===== src/hw/rtl/smt_pkg.sv =====
`default_nettype none

package smt_pkg;

    // Square root unit: radicand width and one result bit per stage
    localparam int ISQ_N = 25;
    localparam int ISQ_W = 2 * ISQ_N;

    // Divider unit: dividend and divisor widths, one quotient bit per stage
    localparam int DIV_N  = 17;
    localparam int DIV_AW = 41;
    localparam int DIV_DW = 25;

    // Configuration register indexes
    typedef enum logic [1:0] {
        CFG_CAMERA_X = 2'd0,
        CFG_CAMERA_Y = 2'd1,
        CFG_CAMERA_Z = 2'd2
    } t_cfg_idx;

    // Side data carried around the first square root
    typedef struct packed {
        logic signed [24:0] vx;
        logic signed [24:0] vy;
        logic signed [24:0] vz;
        logic signed [15:0] nx;
        logic signed [15:0] ny;
        logic signed [15:0] nz;
        logic               zero;
    } t_sb_len;

    // Side data carried around the normalizing divide
    typedef struct packed {
        logic [2:0]         neg;
        logic signed [15:0] nx;
        logic signed [15:0] ny;
        logic signed [15:0] nz;
        logic               zero;
    } t_sb_norm;

    // Side data carried around the second square root
    typedef struct packed {
        logic signed [24:0] xs;
        logic signed [24:0] ys;
        logic               center;
    } t_sb_root;

    // Side data carried around the final divide
    typedef struct packed {
        logic neg_s;
        logic neg_t;
        logic center;
    } t_sb_tex;

endpackage

`default_nettype wire


===== src/hw/rtl/smt_div.sv =====
`default_nettype none

// Pipelined unsigned restoring divider, one quotient bit per stage.
// o_ovf flags a quotient that does not fit in DIV_N bits.
module smt_div
    import smt_pkg::*;
(
    input  wire logic              i_clk,
    input  wire logic              i_en,
    input  wire logic [DIV_AW-1:0] i_dividend,
    input  wire logic [DIV_DW-1:0] i_divisor,
    output logic      [DIV_N-1:0]  o_quot,
    output logic                   o_ovf
);

    logic [DIV_DW-1:0] r_rem [DIV_N-1];
    logic [DIV_AW-1:0] r_a   [DIV_N-1];
    logic [DIV_DW-1:0] r_dv  [DIV_N-1];
    logic [DIV_N-1:0]  r_q   [DIV_N];
    logic              r_ovf [DIV_N];

    for (genvar k = 0; k < DIV_N; k++) begin : g_stage
        logic [DIV_DW-1:0] rem_in;
        logic [DIV_AW-1:0] a_in;
        logic [DIV_DW-1:0] d_in;
        logic [DIV_N-1:0]  q_in;
        logic              ovf_in;
        logic [DIV_DW:0]   cur;
        logic              ge;

        if (k == 0) begin : g_first
            assign rem_in = DIV_DW'(i_dividend[DIV_AW-1:DIV_N]);
            assign a_in   = i_dividend;
            assign d_in   = i_divisor;
            assign q_in   = '0;
            // high part already at least the divisor: quotient too wide
            assign ovf_in = (DIV_DW'(i_dividend[DIV_AW-1:DIV_N]) >= i_divisor);
        end else begin : g_next
            assign rem_in = r_rem[k-1];
            assign a_in   = r_a[k-1];
            assign d_in   = r_dv[k-1];
            assign q_in   = r_q[k-1];
            assign ovf_in = r_ovf[k-1];
        end

        assign cur = {rem_in, a_in[DIV_N-1-k]};
        assign ge  = (cur >= {1'b0, d_in});

        always_ff @(posedge i_clk) begin
            if (i_en) begin
                r_q[k]   <= {q_in[DIV_N-2:0], ge};
                r_ovf[k] <= ovf_in;
            end
        end

        if (k < DIV_N-1) begin : g_carry
            always_ff @(posedge i_clk) begin
                if (i_en) begin
                    r_rem[k] <= ge ? DIV_DW'(cur - {1'b0, d_in}) : cur[DIV_DW-1:0];
                    r_a[k]   <= a_in;
                    r_dv[k]  <= d_in;
                end
            end
        end
    end

    assign o_quot = r_q[DIV_N-1];
    assign o_ovf  = r_ovf[DIV_N-1];

endmodule

`default_nettype wire

===== config.mk =====
export PLATFORM = sky130hd
export DESIGN_NAME = smt_div
export DESIGN_NICKNAME = d
export VERILOG_FILES = /design/src/hw/rtl/smt_pkg.sv /design/src/hw/rtl/smt_div.sv
export SDC_FILE = /design/constraint.sdc
export NUM_CORES = 2
export LEC_CHECK = 0
export ABC_AREA = 1
export BUFFER_PORTS_ARGS = -buffer_cell sky130_fd_sc_hd__buf_2
export CAP_MARGIN = 20
export CORE_ASPECT_RATIO = 0.5
export CORE_MARGIN = 10
export CORE_UTILIZATION = 25
export DETAILED_ROUTE_END_ITERATION = 8
export HOLD_SLACK_MARGIN = 0.02
export PLACE_DENSITY = 0.5
export SLEW_MARGIN = 10
export SYNTH_ARGS = -nofsm -noshare
export SYNTH_HDL_FRONTEND = slang
export SYNTH_SLANG_ARGS = --single-unit

===== constraint.sdc =====
create_clock -name i_clk -period 2.88 [get_ports i_clk]
set_input_delay 0.576 -clock i_clk [delete_from_list [all_inputs] [get_ports i_clk]]
set_output_delay 0.576 -clock i_clk [all_outputs]
set_load 0.02 [all_outputs]

== After elaboration in Yosys (flattened, before gate mapping) ==
Memories as Yosys holds them, arrays and structs flattened.
Cells that the tools add are included.

* Order comparisons: 18
* $add $sub $neg: 16
* Mux-type cells: 18

{| class="wikitable"
|+ Operators with widths
! cell !! count
|-
| greater-or-equal comparator 26 x 25 -> 1 bit || 16
|-
| 2-to-1 mux 25 bit || 16
|-
| subtractor 25 bit || 16
|-
| greater-or-equal comparator 24 x 25 -> 1 bit || 1
|-
| greater-or-equal comparator 25 bit || 1
|-
| 2-to-1 mux 1 bit || 2
|}

* Memories: 5
* Bits of input ports: 68
* Output and inout port bits: 18
* Bits in registers: 0
* RAM bits: 1,762
* Logic and storage cells: 57

{| class="wikitable"
|+ Memories
! memory !! depth !! width !! rd ports !! clocked after memory_dff !! write ports !! line !! RTL
|-
| r_a || 16 || 41 || 16 || 0 || 16 || smt_div.sv:17 || <nowiki>logic [DIV_AW-1:0] r_a [DIV_N-1];</nowiki>
|-
| r_dv || 16 || 25 || 16 || 0 || 16 || smt_div.sv:18 || <nowiki>logic [DIV_DW-1:0] r_dv [DIV_N-1];</nowiki>
|-
| r_rem || 16 || 25 || 16 || 0 || 16 || smt_div.sv:16 || <nowiki>logic [DIV_DW-1:0] r_rem [DIV_N-1];</nowiki>
|-
| r_q || 17 || 17 || 17 || 0 || 17 || smt_div.sv:19 || <nowiki>logic [DIV_N-1:0] r_q [DIV_N];</nowiki>
|-
| r_ovf || 17 || 1 || 17 || 0 || 17 || smt_div.sv:20 || <nowiki>logic r_ovf [DIV_N];</nowiki>
|}

== Depth between registers and ports, before layout ==
An unclocked memory read counts as a cell.

* Word-level depth: 3
* Gate-level depth with buffers: 14
* Mapped depth without buffers: 14

== Worst setup path before layout ==
No wires, ideal clock.

* Kind: in2reg
* Start: input port i_divisor[11]
* End: memory r_rem[0][14] (data pin)
* Path buffers: 1
* Path slack: 693 ps
* Setup time: 253 ps
* Data required time: 2,627 ps
* Arrival: 1,934 ps
* Cell stages on the path: 10
* Cells stage by stage: inv_1 ha_1 nand2_1 nor2_1 nand2_1 inv_1 nand4_2 clkbuf_1 nand4_1 nand2_1

{| class="wikitable"
|+ RTL lines
! what !! line !! RTL
|-
| start, declared || smt_div.sv:11 || <nowiki>input wire logic [DIV_DW-1:0] i_divisor,</nowiki>
|-
| end, declared || smt_div.sv:16 ||
|}

==> qor.log <==
[setup_path] maximum net fanout on the critical path 25
[setup_path] Worst path slowest cell sky130_fd_sc_hd__edfxtp_1
[global_routing] first-pass GRT wire length 335400 um
[global_routing] largest net degree at the start of global routing 90
[synth] instance count of the mapped netlist 9465
[floorplanning] Die W 787.1 um
[clock_tree] Inserted Clock Buffers 116
[routing] ANT nets after route 0
[timing] Final Slew Violations 0
[routing] total length of routed wires 217700 um
[placed_design] weighted congestion reported at the end of routability-driven placement 0.9389
[placed_design] input/output buffers 85
[synth] count of warnings emitted by yosys 0
[setup_path] crit-path cells inv_1, ha_1, nand2_1, nor2_1, inv_1, nor3_1, nand3_2, buf_4, nand4_1, nand2_1
[placed_design] area after detailed placement 79780 um2
[synth] number of flops mapped to enable cells by yosys 1106
[synth] post-synth top area share 45.15%
[global_routing] vias in the first global route 59.27k
[clock_tree] Reg clk slew, reported paths 0.07 ns
[synth] Mapped Nets 9998
[timing] number of hold-slack violations in the final timing report 0
[routing] DR iter-0 viols 3438
[pwr] Max rail drop VDD 0.0006755 V
[floorplanning] floorplan die height 403.6 um
[routing] total via count after detailed routing 59.79k
[run] max-capacitance violation count 0
[clock_tree] count of H-tree levels built during CTS 3
[cells_and_area] total area of multi-input combinational cells 32170 um2
[timing] crit path time final 2.635 ns
[clock_tree] Post-CTS Setup Bufs 0
[timing] Period Utilization, post-route 91.51%
[pwr] LEAKAGE 42.10 nW
[timing] pin slew with the least headroom to its limit 0.5613 ns
[clock_tree] clock latency of the later-clocked register in the worst-skew pair 0.82 ns
[clock_tree] total number of clock tree sinks 1106
[setup_path] arrival time worst endpoint 3.18 ns
[setup_path] Worst Path Class, Setup flop to flop
[routing] mean routed wirelength per cell 15.84 um
[timing] unrepaired setup endpoints after global routing no
[setup_path] slowest cell delay on critical path 0.43 ns
[cells_and_area] Sequential Area 33210 um2
[cells_and_area] area growth from synthesis to final layout 14.30%
[synth] top post-synthesis cells by area sky130_fd_sc_hd__edfxtp_1 45%, sky130_fd_sc_hd__nand2_1 19%, sky130_fd_sc_hd__inv_1 10%
[cells_and_area] ratio of cells with drive above 1 in the final layout 5.946%
[routing] router iterations before antenna repair 6
[timing] Max transition margin 62.58%
[global_routing] initial antenna violation count 0
[synth] portion of the post-synthesis area used by sequential elements 45.15%
[synth] cell types with the highest counts after synthesis 3758 x sky130_fd_sc_hd__nand2_1, 1950 x sky130_fd_sc_hd__inv_1, 1106 x sky130_fd_sc_hd__edfxtp_1
[hold_path] worst hold path type input pin to flop
[timing] clock tree skew after final layout 0.09537 ns
[clock_tree] count of cells resized by post-cts repair 0
[global_routing] Total GRT Usage 13.26%
[timing] highest clock rate 0.3795 GHz
[synth] area leader, netlist sky130_fd_sc_hd__edfxtp_1
[synth] mean instance size in the synthesized netlist 7.772 um2
[floorplanning] number of top-level design ports 86
[clock_tree] clock tree from TritonCTS done
[synth] cell area after synthesis 73560 um2
[placed_design] Post-DP HPWL 175100 um
[setup_path] required arrival time at the worst endpoint 3.42 ns
[cells_and_area] fillers 31.56k
[setup_path] element type at the critical path end flop
[setup_path] startpoint class of the critical path flop
[clock_tree] maximum number of buffers from clock root to sink 3
[timing] aggregate negative setup slack 0 ns
[status] result of the run finished, final reports clean
[floorplanning] die area 317700 um2
[synth] main flop type after synthesis sky130_fd_sc_hd__edfxtp_1
[floorplanning] core region area 292000 um2
[synth] most frequently used cell type in the post-synthesis netlist sky130_fd_sc_hd__nand2_1
[routing] DRC 0
[cells_and_area] Nets 10.28k
[routing] number of vias per cell 4.349
[pwr] pwr/cell area 963.1 nW/um2
[timing] count of final setup violators 0
[floorplanning] effective utilization at floorplan 25.19%
[clock_tree] clock tree root buffer cell sky130_fd_sc_hd__clkbuf_16
[cells_and_area] post-route cell area 84080 um2
[synth] Async SR Flop Fraction 0%
[floorplanning] Cell Rows 140
[global_routing] grt total ovfl 0
[synth] total of flip-flops plus latches after synthesis 1106
[synth] library cells used by synthesis 37
## repair_timing
item	4_1_cts	5_1_grt
hold buffers	41	0
endpoints found under the hold margin	41	0
setup endpoints to repair	0	0
## layer usage
metal  vias up  global-route usage [%]  part of all wire (%)
met2      1154                   24.54                    50
met3       453                   1.709                   3.5
met5         -                       0                     0
met4         0                   5.474                   4.5
li1      30600                       -                     -
met1     27580                   15.37                    42
## sequential cells by signal, summed over array words and instances, names as in the netlist
register / flops
r_ovf: 17
r_a: 136
r_rem: 400
r_dv: 400
r_q: 153
## final cells by class
cell class	count	area share (%)
flip-flops and latches	1106	39.50
multi-input cells	6271	38.26
inverters	1960	8.750
well taps	3905	5.811
clock buffers	132	3.524
repair buffers	287	3.060
clock inverters	83	1.089
diodes	2	0.005953
## through the flow
stage | setup slack, ns | cells | hold slack (ns) | power [W] | util (%)
after floorplan | 0.6931 | 9465 | 0.4003 | 0.05331 | -
final | 0.2446 | 13746 | 0.1680 | 0.08098 | 28.79
after CTS | 0.2713 | 13744 | 0.09749 | 0.08176 | 28.79
after global routing | 0.1485 | 13744 | 0.1373 | 0.08819 | 28.79
after global placement | 0.2355 | 13488 | 0.4004 | 0.06531 | 27.32
after detailed placement | 0.2549 | 13488 | 0.4045 | 0.06553 | 27.32
## critical path: cells and delay by family, from the launching register on
kind | cells | cell delay (ns)
fa+ha+maj | 1 | 0.36
buf+inv | 3 | 0.43
flops | 1 | 0.43
simple gates | 6 | 1.13
## worst paths after layout
check | cells past startpoint | from | end | slack [ns]
hold / removal | 3 | i_dividend[34] | r_rem[0][18] | 0.17
setup reg to reg | 10 | r_dv[0][131] | r_rem[3][6] | 0.24
setup / recovery | 10 | r_dv[0][131] | r_rem[3][6] | 0.24
hold reg to reg | 0 | r_q[0][193] | r_q[0][211] | 0.33
## cells by family after synthesis
logic type	synth area share (%)
compound gates	1.862
xor+xnor	2.203
fa+ha+maj	8.073
buf+inv	11.12
flops	45.15
simple gates	31.59
## where the power goes
group | switching, W | internal [W]
Clock | 0.00714 | 0.00854
Sequential | 0.00268 | 0.0231
Combinational | 0.0262 | 0.0134
Total | 0.0360 | 0.0450
## layout by cell type, fill, tap and decap left out, types with 18 or more instances in the layout
| cell | count |
|---|---|
| sky130_fd_sc_hd__clkinvlp_4 | 19 |
| sky130_fd_sc_hd__nand3b_1 | 23 |
| sky130_fd_sc_hd__edfxtp_1 | 1106 |
| sky130_fd_sc_hd__buf_2 | 84 |
| sky130_fd_sc_hd__dlygate4sd3_1 | 41 |
| sky130_fd_sc_hd__and2_1 | 34 |
| sky130_fd_sc_hd__buf_12 | 42 |
| sky130_fd_sc_hd__inv_1 | 1950 |
| sky130_fd_sc_hd__nand4_1 | 537 |
| sky130_fd_sc_hd__nor3_1 | 36 |
| sky130_fd_sc_hd__nor2_2 | 28 |
| sky130_fd_sc_hd__nor2_1 | 502 |
| sky130_fd_sc_hd__nand2_1 | 3758 |
| sky130_fd_sc_hd__buf_4 | 120 |
| sky130_fd_sc_hd__xor2_1 | 184 |
| sky130_fd_sc_hd__ha_1 | 449 |
| sky130_fd_sc_hd__clkinv_2 | 21 |
| sky130_fd_sc_hd__nand3_4 | 31 |
| sky130_fd_sc_hd__clkbuf_16 | 116 |
| sky130_fd_sc_hd__or2_2 | 18 |
| sky130_fd_sc_hd__nand3_1 | 360 |
| sky130_fd_sc_hd__a21oi_1 | 178 |
Power figures use the tool's default switching activity.
